===== src/rtl/vls_pkg.sv =====
// Shared types, codes and helper functions for the value list store.
package vls_pkg;

  localparam logic [1:0] CMD_PUSH   = 2'd0;
  localparam logic [1:0] CMD_DELETE = 2'd1;
  localparam logic [1:0] CMD_SEARCH = 2'd2;
  localparam logic [1:0] CMD_SUM    = 2'd3;

  localparam logic [1:0] ST_OK        = 2'd0;
  localparam logic [1:0] ST_NOT_FOUND = 2'd1;
  localparam logic [1:0] ST_EMPTY     = 2'd2;
  localparam logic [1:0] ST_FULL      = 2'd3;

  typedef struct packed {
    logic       load;
    logic       push;
    logic       dec;
    logic       start_down;
    logic       start_up;
    logic       start_shift;
    logic       issue;
    logic       up;
    logic       shift_wr;
    logic       res_we;
    logic [1:0] res_status;
    logic       res_pos;
    logic       res_sum;
    logic       post;
  } dp_cmd_t;

  typedef struct packed {
    logic [1:0] cmd;
    logic       empty;
    logic       full;
    logic       iss_done;
    logic       rd_vld;
    logic       match;
    logic       rd_at_top;
    logic       rd_at_bottom;
    logic       s1_vld;
    logic       s1_last;
    logic       out_free;
  } dp_stat_t;

  // 16 = 1 mod 5, so the nibble sum keeps the residue; then fold and trim.
  function automatic logic [2:0] mod5(input logic [31:0] v);
    logic [6:0] s;
    logic [4:0] t;
    s = 7'd0;
    for (int i = 0; i < 8; i++) begin
      s = s + 7'(v[4*i +: 4]);
    end
    t = 5'(s[6:4]) + 5'(s[3:0]);
    if (t >= 5'd20) begin
      t = t - 5'd20;
    end else if (t >= 5'd10) begin
      t = t - 5'd10;
    end
    if (t >= 5'd5) begin
      t = t - 5'd5;
    end
    return t[2:0];
  endfunction

  // Positive and last decimal digit 7: odd and 2 mod 5.
  function automatic logic ends_in_seven(input logic [31:0] v);
    return !v[31] && v[0] && (mod5(v) == 3'd2);
  endfunction

endpackage


===== src/rtl/value_list_store_unit.sv =====
// Top level of the value list store: ordered list with push, delete, search and sum.
//
// Input channel: in_valid/in_stall with command and value; a beat is taken when
// in_valid is high and in_stall is low. One beat is worked on at a time; in_stall
// is high from the accepting edge until the result is placed in the output register.
// Output channel: out_valid/out_stall with status, position, total and entry_count,
// exactly one result beat per input beat, in order.
// Steps from accept to out_valid, with n entries stored:
//   push, or any command on an empty list: execute state, then post.
//   search: scan from the head to a match or slot 0 (one memory read per cycle).
//   sum: scan of all n entries through the sum pipeline, one read per cycle.
//   delete: scan to the match, then one entry moved toward the tail per cycle,
//   longest when the oldest entry matches; the entry RAM has a single read port.
// A finished result waits in the output register while out_stall is high; the next
// beat may be accepted meanwhile, and its result is held internally until the
// register frees up.
// Reset (rst, synchronous) empties the list and drops any pending result; the
// memory contents are not cleared, as only slots below the fill count are read.
module value_list_store_unit #(
  parameter int MAX_ENTRIES = 64
) (
  input  logic               clk,
  input  logic               rst,
  input  logic               in_valid,
  output logic               in_stall,
  input  logic [1:0]         command,
  input  logic signed [31:0] value,
  output logic               out_valid,
  input  logic               out_stall,
  output logic [1:0]         status,
  output logic [6:0]         position,
  output logic [37:0]        total,
  output logic [6:0]         entry_count
);
  import vls_pkg::*;

  dp_cmd_t  cmd;
  dp_stat_t stat;

  vls_ctrl u_ctrl (
    .clk     (clk),
    .rst     (rst),
    .in_valid(in_valid),
    .in_stall(in_stall),
    .stat    (stat),
    .cmd     (cmd)
  );

  vls_dp #(
    .MAX_ENTRIES(MAX_ENTRIES)
  ) u_dp (
    .clk        (clk),
    .rst        (rst),
    .cmd        (cmd),
    .stat       (stat),
    .command    (command),
    .value      (value),
    .out_valid  (out_valid),
    .out_stall  (out_stall),
    .status     (status),
    .position   (position),
    .total      (total),
    .entry_count(entry_count)
  );

endmodule


===== src/rtl/vls_ram.sv =====
// Generic single-write, single-read RAM with registered read data.
module vls_ram #(
  parameter int WIDTH = 32,
  parameter int DEPTH = 64
) (
  input  logic                     clk,
  input  logic                     we,
  input  logic [$clog2(DEPTH)-1:0] waddr,
  input  logic [WIDTH-1:0]         wdata,
  input  logic [$clog2(DEPTH)-1:0] raddr,
  output logic [WIDTH-1:0]         rdata
);

  logic [WIDTH-1:0] mem [DEPTH];

  always_ff @(posedge clk) begin
    if (we) begin
      mem[waddr] <= wdata;
    end
    rdata <= mem[raddr];
  end

endmodule


===== src/rtl/vls_dp.sv =====
// Datapath: entry memory, fill count, scan address, sum pipeline and result registers.
module vls_dp #(
  parameter int MAX_ENTRIES = 64
) (
  input  logic              clk,
  input  logic              rst,
  input  vls_pkg::dp_cmd_t  cmd,
  output vls_pkg::dp_stat_t stat,
  input  logic [1:0]        command,
  input  logic signed [31:0] value,
  output logic              out_valid,
  input  logic              out_stall,
  output logic [1:0]        status,
  output logic [6:0]        position,
  output logic [37:0]       total,
  output logic [6:0]        entry_count
);
  import vls_pkg::*;

  localparam int AW = $clog2(MAX_ENTRIES);
  localparam int CW = $clog2(MAX_ENTRIES + 1);

  logic [1:0]    cmd_r;
  logic [31:0]   val_r;
  logic [CW-1:0] fill;
  logic [AW-1:0] top_addr;
  logic [AW-1:0] iss_addr;
  logic          iss_done;
  logic [AW-1:0] rd_addr;
  logic          rd_vld;
  logic [31:0]   rd_data;
  logic          s1_vld;
  logic [31:0]   s1_add;
  logic          s1_last;
  logic [37:0]   acc;
  logic [37:0]   acc_sum;
  logic [1:0]    res_status;
  logic [6:0]    res_pos;
  logic [37:0]   res_total;
  logic [CW-1:0] pos_calc;
  logic [CW+6:0] pos_ext;
  logic [CW+6:0] fill_ext;
  logic          ram_we;
  logic [AW-1:0] ram_waddr;
  logic [31:0]   ram_wdata;

  assign top_addr = AW'(fill - CW'(1));
  assign acc_sum  = acc + {6'd0, s1_add};
  assign pos_calc = fill - CW'(rd_addr);
  assign pos_ext  = {7'd0, pos_calc};
  assign fill_ext = {7'd0, fill};

  // Push writes the new head; a shift moves each entry one slot toward the tail.
  assign ram_we    = cmd.push || cmd.shift_wr;
  assign ram_waddr = cmd.push ? fill[AW-1:0] : rd_addr - AW'(1);
  assign ram_wdata = cmd.push ? val_r : rd_data;

  vls_ram #(
    .WIDTH(32),
    .DEPTH(MAX_ENTRIES)
  ) u_ram (
    .clk  (clk),
    .we   (ram_we),
    .waddr(ram_waddr),
    .wdata(ram_wdata),
    .raddr(iss_addr),
    .rdata(rd_data)
  );

  always_ff @(posedge clk) begin
    if (rst) begin
      fill      <= '0;
      iss_done  <= 1'b1;
      rd_vld    <= 1'b0;
      s1_vld    <= 1'b0;
      out_valid <= 1'b0;
    end else begin
      if (cmd.push) begin
        fill <= fill + CW'(1);
      end else if (cmd.dec) begin
        fill <= fill - CW'(1);
      end
      if (cmd.start_down || cmd.start_up || cmd.start_shift) begin
        iss_done <= 1'b0;
      end else if (cmd.issue) begin
        iss_done <= cmd.up ? (iss_addr == top_addr) : (iss_addr == '0);
      end
      rd_vld <= cmd.issue;
      s1_vld <= rd_vld;
      if (cmd.post) begin
        out_valid <= 1'b1;
      end else if (!out_stall) begin
        out_valid <= 1'b0;
      end
    end
  end

  always_ff @(posedge clk) begin
    if (cmd.load) begin
      cmd_r <= command;
      val_r <= value;
      acc   <= '0;
    end else if (s1_vld) begin
      acc <= acc_sum;
    end
    if (cmd.start_down) begin
      iss_addr <= top_addr;
    end else if (cmd.start_up) begin
      iss_addr <= '0;
    end else if (cmd.start_shift) begin
      iss_addr <= rd_addr + AW'(1);
    end else if (cmd.issue) begin
      iss_addr <= cmd.up ? iss_addr + AW'(1) : iss_addr - AW'(1);
    end
    rd_addr <= iss_addr;
    s1_add  <= ends_in_seven(rd_data) ? rd_data : 32'd0;
    s1_last <= (rd_addr == top_addr);
    if (cmd.res_we) begin
      res_status <= cmd.res_status;
      res_pos    <= cmd.res_pos ? pos_ext[6:0] : 7'd0;
      res_total  <= cmd.res_sum ? acc_sum : 38'd0;
    end
    if (cmd.post) begin
      status      <= res_status;
      position    <= res_pos;
      total       <= res_total;
      entry_count <= fill_ext[6:0];
    end
  end

  always_comb begin
    stat.cmd          = cmd_r;
    stat.empty        = (fill == '0);
    stat.full         = (fill == CW'(MAX_ENTRIES));
    stat.iss_done     = iss_done;
    stat.rd_vld       = rd_vld;
    stat.match        = (rd_data == val_r);
    stat.rd_at_top    = (rd_addr == top_addr);
    stat.rd_at_bottom = (rd_addr == '0);
    stat.s1_vld       = s1_vld;
    stat.s1_last      = s1_last;
    stat.out_free     = !out_valid || !out_stall;
  end

  a_fill_bound: assert property (@(posedge clk) disable iff (rst)
    fill <= CW'(MAX_ENTRIES))
    else $error("fill count above capacity");

  a_shift_addr: assert property (@(posedge clk) disable iff (rst)
    cmd.shift_wr |-> (rd_addr != '0) && !cmd.push)
    else $error("shift write below slot zero or alongside a push");

  a_kill_inflight: assert property (@(posedge clk) disable iff (rst)
    cmd.start_shift |=> !rd_vld)
    else $error("stale scan read reached the shift");

  a_push_count: assert property (@(posedge clk) disable iff (rst)
    cmd.push |=> fill == $past(fill) + CW'(1))
    else $error("push did not grow the list by one");

endmodule


===== src/rtl/vls_ctrl.sv =====
// Controller: sequences push, scan, shift and result posting for one beat at a time.
module vls_ctrl (
  input  logic              clk,
  input  logic              rst,
  input  logic              in_valid,
  output logic              in_stall,
  input  vls_pkg::dp_stat_t stat,
  output vls_pkg::dp_cmd_t  cmd
);
  import vls_pkg::*;

  localparam logic [2:0] S_IDLE  = 3'd0;
  localparam logic [2:0] S_EXEC  = 3'd1;
  localparam logic [2:0] S_SCAN  = 3'd2;
  localparam logic [2:0] S_SHIFT = 3'd3;
  localparam logic [2:0] S_DONE  = 3'd4;

  logic [2:0] state;
  logic [2:0] state_next;
  logic       hit;

  assign in_stall = (state != S_IDLE);
  assign hit      = stat.rd_vld && stat.match;

  always_comb begin
    cmd        = '0;
    state_next = state;
    cmd.up     = (state == S_SHIFT) || (stat.cmd == CMD_SUM);
    case (state)
      S_IDLE: begin
        if (in_valid) begin
          cmd.load   = 1'b1;
          state_next = S_EXEC;
        end
      end
      S_EXEC: begin
        state_next = S_DONE;
        case (stat.cmd)
          CMD_PUSH: begin
            cmd.res_we = 1'b1;
            if (stat.full) begin
              cmd.res_status = ST_FULL;
            end else begin
              cmd.push       = 1'b1;
              cmd.res_status = ST_OK;
            end
          end
          CMD_DELETE: begin
            if (stat.empty) begin
              cmd.res_we     = 1'b1;
              cmd.res_status = ST_NOT_FOUND;
            end else begin
              cmd.start_down = 1'b1;
              state_next     = S_SCAN;
            end
          end
          CMD_SEARCH: begin
            if (stat.empty) begin
              cmd.res_we     = 1'b1;
              cmd.res_status = ST_EMPTY;
            end else begin
              cmd.start_down = 1'b1;
              state_next     = S_SCAN;
            end
          end
          default: begin
            if (stat.empty) begin
              cmd.res_we     = 1'b1;
              cmd.res_status = ST_EMPTY;
            end else begin
              cmd.start_up = 1'b1;
              state_next   = S_SCAN;
            end
          end
        endcase
      end
      S_SCAN: begin
        if (stat.cmd == CMD_SUM) begin
          cmd.issue = !stat.iss_done;
          if (stat.s1_vld && stat.s1_last) begin
            cmd.res_we     = 1'b1;
            cmd.res_status = ST_OK;
            cmd.res_sum    = 1'b1;
            state_next     = S_DONE;
          end
        end else begin
          // stop issuing on the first match, counted from the head
          cmd.issue = !stat.iss_done && !hit;
          if (hit) begin
            if (stat.cmd == CMD_SEARCH) begin
              cmd.res_we     = 1'b1;
              cmd.res_status = ST_OK;
              cmd.res_pos    = 1'b1;
              state_next     = S_DONE;
            end else if (stat.rd_at_top) begin
              cmd.dec        = 1'b1;
              cmd.res_we     = 1'b1;
              cmd.res_status = ST_OK;
              state_next     = S_DONE;
            end else begin
              cmd.start_shift = 1'b1;
              state_next      = S_SHIFT;
            end
          end else if (stat.rd_vld && stat.rd_at_bottom) begin
            cmd.res_we     = 1'b1;
            cmd.res_status = ST_NOT_FOUND;
            state_next     = S_DONE;
          end
        end
      end
      S_SHIFT: begin
        cmd.issue    = !stat.iss_done;
        cmd.shift_wr = stat.rd_vld;
        if (stat.rd_vld && stat.rd_at_top) begin
          cmd.dec        = 1'b1;
          cmd.res_we     = 1'b1;
          cmd.res_status = ST_OK;
          state_next     = S_DONE;
        end
      end
      S_DONE: begin
        if (stat.out_free) begin
          cmd.post   = 1'b1;
          state_next = S_IDLE;
        end
      end
      default: begin
        state_next = S_IDLE;
      end
    endcase
  end

  always_ff @(posedge clk) begin
    if (rst) begin
      state <= S_IDLE;
    end else begin
      state <= state_next;
    end
  end

endmodule


===== config.mk =====
export PLATFORM = sky130hd
export DESIGN_NAME = value_list_store_unit
export DESIGN_NICKNAME = d
export VERILOG_FILES = /design/src/rtl/vls_pkg.sv /design/src/rtl/value_list_store_unit.sv /design/src/rtl/vls_ram.sv /design/src/rtl/vls_dp.sv /design/src/rtl/vls_ctrl.sv
export SDC_FILE = /design/constraint.sdc
export NUM_CORES = 2
export LEC_CHECK = 0
export BUFFER_PORTS_ARGS = -buffer_cell sky130_fd_sc_hd__buf_2
export CAP_MARGIN = 20
export CORE_MARGIN = 8
export CORE_UTILIZATION = 35
export CTS_CLUSTER_DIAMETER = 30
export DETAILED_ROUTE_END_ITERATION = 12
export PLACE_DENSITY_LB_ADDON = 0.2
export SLEW_MARGIN = 30
export SYNTH_ARGS = -nofsm -noshare
export SYNTH_HDL_FRONTEND = slang
export SYNTH_SLANG_ARGS = --single-unit

===== constraint.sdc =====
create_clock -name clk -period 19 [get_ports clk]
set_input_delay 1.9 -clock clk [delete_from_list [all_inputs] [get_ports clk]]
set_output_delay 1.9 -clock clk [all_outputs]
set_load 0.03 [all_outputs]

==> flow_summary.ini <==
[floorplan]
fp.dieH_um = 525.6
initial_core_util_pct = 35.10
io_pins = 94
coreArea_um2 = 259000
rows = 187
die-area_um2 = 276300
die_x_um = 525.6

[critical_path]
path_max_fanout = 31
start_kind = register
cp_slowest_cell = o21a_2
max_stage_delay_ns = 0.51
worst_path_most_repeated_cell = fa_1
crit_family = adder cells
cp.buffers_inverters = 3
required_ns = 19.85
cp-end-kind = register
crit_arrival_ns = 8.40
crit_type = reg2reg

[synth]
synthCells = 4362
synth_nets = 4497
avgSynthCellArea_um2 = 20.84
synth_cell_types = 70
synth_top_area_share_pct = 72.31
async_reset_ff_share_pct = 0
synth.most_common_cell = edfxtp_1
yosys_register_bits = 2312
synth_top_area_cell = edfxtp_1
synth_area_leaders = edfxtp_1 72%, mux4_2 15%, dfxtp_1 2.7%, ha_1 1.0%, mux2i_1 0.80%
synth_edf_count = 2189
ys_seq_area_share_pct = 75.02
synth_ff_type = edfxtp_1
syn_area_um2 = 90900
yosys_warnings = 0
synthTopCellsByCount = 2,189 x edfxtp_1, 612 x mux4_2, 194 x nor2_1

[placement]
dp_hpwl_um = 137200
dpl_cell_area_um2 = 96620
gp_congestion = 0.8159
port_buffers = 93

[cts]
cts_made_buffers = 530
cts_tree = yes
hold_buffers = 0
htreeDepth = 6
cts_sinks = 2312
clk_pin_slew_ns = 0.04
post_cts_buffers = 0
cts_root_buffer = clkbuf_16
ctsResizeCount = 0
max-clock-path-buffers = 4
clk_latency_ns = 0.94

[power_and_ir_drop]
seq_power_share_pct = 30.1
power_w = 0.02074
powerDensity_nw_per_um2 = 181.8
p_int_w = 0.01432
power_leakage_nw = 37.71
pwr-share-clk_pct = 42.5
switchingPower_w = 0.006426
netSwitchingFraction_pct = 30.98
irDropWorstVdd_mv = 0.8266
power_frac_comb_pct = 27.4

[detailed_routing]
drt_iter0_drc = 4241
drc = 0
viasPerCell = 5.272
routed_wl_um = 248000
wl_per_cell_um = 28.40
first_pass_iters = 5
postRouteAntennaNets = 0
vias = 46050

[sta]
hold-worst-slack_ns = 0.3949
rsz0062_at_grt = no
fin_crit_sh_pct = 39.72
min_period_ns = 7.547
final.setup.tns_ns = 0
slew_headroom_pct = 31.57
drv_slew = 0
setup_violations = 0
hold_viol = 0
max_freq_ghz = 0.1325
worst_pin_slew_ns = 1.026
skew_ns = 0.05201

[global_route]
use_met2_pct = 28.50
antenna_found_initial = 28
track_usage_pct = 17.56
grt_pass1_vias = 48420
grt-busiest-layer = met2
grt_max_degree = 87
grt_overflow = 0
grt_use_met1_pct = 24.03
met3_usage_pct = 3.756
grt_pass1_wl_um = 354200

[run]
cap_violations = 0

[status]
status = complete, no violations

[layout]
regArea_um2 = 68200
multiInputGateArea_um2 = 22280
num-fill-cells = 21950
final_area_um2 = 114100
area_growth_pct = 25.49
drive_gt1_share_pct = 32.96
fin_nets = 5062

[min_path]
min_path_type = reg2reg
==> power by group through the flow <==
stage	combinational, W	sequential, W	clock (W)
floorplan	0.00532	0.00650	0
global placement	0.00489	0.00629	0
CTS	0.00510	0.00620	0.00895
global route	0.00613	0.00624	0.00921
finish	0.00568	0.00624	0.00882
detailed placement	0.00507	0.00628	0
==> routing by layer <==
metal	share of wire (%)	wire length, µm	vias up
met5	0.0028	7	-
met4	2.0	5025	2
met3	6.2	15360	369
met2	49	120600	1658
met1	43	107000	24690
li1	-	-	19330
==> final timing paths <==
| kind | startpoint | endpoint | slack (ns) | cells after the start |
|---|---|---|---|---|
| worst max register to register | u_dp.u_ram.rdata[0] | u_dp.s1_add[14] | 11.45 | 27 |
| worst min register to register | u_dp.iss_addr[1] | u_dp.rd_addr[1] | 0.39 | 0 |
| worst min-delay path | u_dp.iss_addr[1] | u_dp.rd_addr[1] | 0.39 | 0 |
| worst max-delay path | u_dp.u_ram.rdata[0] | u_dp.s1_add[14] | 11.45 | 27 |
==> layout make-up <==
class / instances / share of cell area (%)
clock inverter: 279 / 2.815
antenna: 7 / 0.01536
clock buffer: 651 / 12.45
sequential: 2312 / 59.78
tap: 3402 / 3.731
inverter: 73 / 0.2402
multi-input combinational: 1777 / 19.53
timing repair buffer: 233 / 1.439
==> placed cells by master, fill, tap and decap left out, types with 73 or more instances in the layout <==
| cell | count |
|---|---|
| edfxtp_1 | 2189 |
| buf_2 | 93 |
| buf_4 | 130 |
| clkbuf_16 | 550 |
| mux2i_1 | 73 |
| ha_1 | 74 |
| mux4_2 | 612 |
| clkbuf_1 | 95 |
| dfxtp_1 | 123 |
| o21ai_0 | 75 |
| clkinv_2 | 79 |
| nand2_1 | 128 |
| nor2_1 | 129 |
| a21oi_1 | 97 |
==> flip-flops by register name, indices dropped and copies added, names as in the netlist, 7 cells and up <==
name and count:
u_dp.fill 7, u_dp.total 38, u_dp.res_pos 7, u_dp.s1_add 32, u_dp.u_ram.mem 2048, u_dp.acc 38, u_dp.entry_count 7, u_dp.val_r 32
u_dp.u_ram.rdata 32, u_dp.position 7, u_dp.res_total 38
==> logic make-up (layout without fill, tap and decap cells) <==
logic type / Yosys count / count (layout) / synth area share, %
flops: 2312 / 2312 / 75.02
mux: 707 / 707 / 16.24
simple gates: 541 / 541 / 2.727
compound gates: 324 / 324 / 2.223
buf+inv: 273 / 1236 / 1.231
xor+xnor: 107 / 107 / 1.031
fa+ha+maj: 97 / 97 / 1.525
other cells: 1 / 8 / 0.004125
==> through the flow <==
step | util, % | instances | setup WS (ns)
finish | 44.04 | 8734 | 11.45
global placement | 37.29 | 7796 | 11.37
CTS | 44.03 | 8726 | 11.17
global route | 44.04 | 8729 | 10.87
floorplan | - | 4362 | 12.36
detailed placement | 37.30 | 7796 | 11.25
No activity file was read; power rests on OpenSTA's default activity.
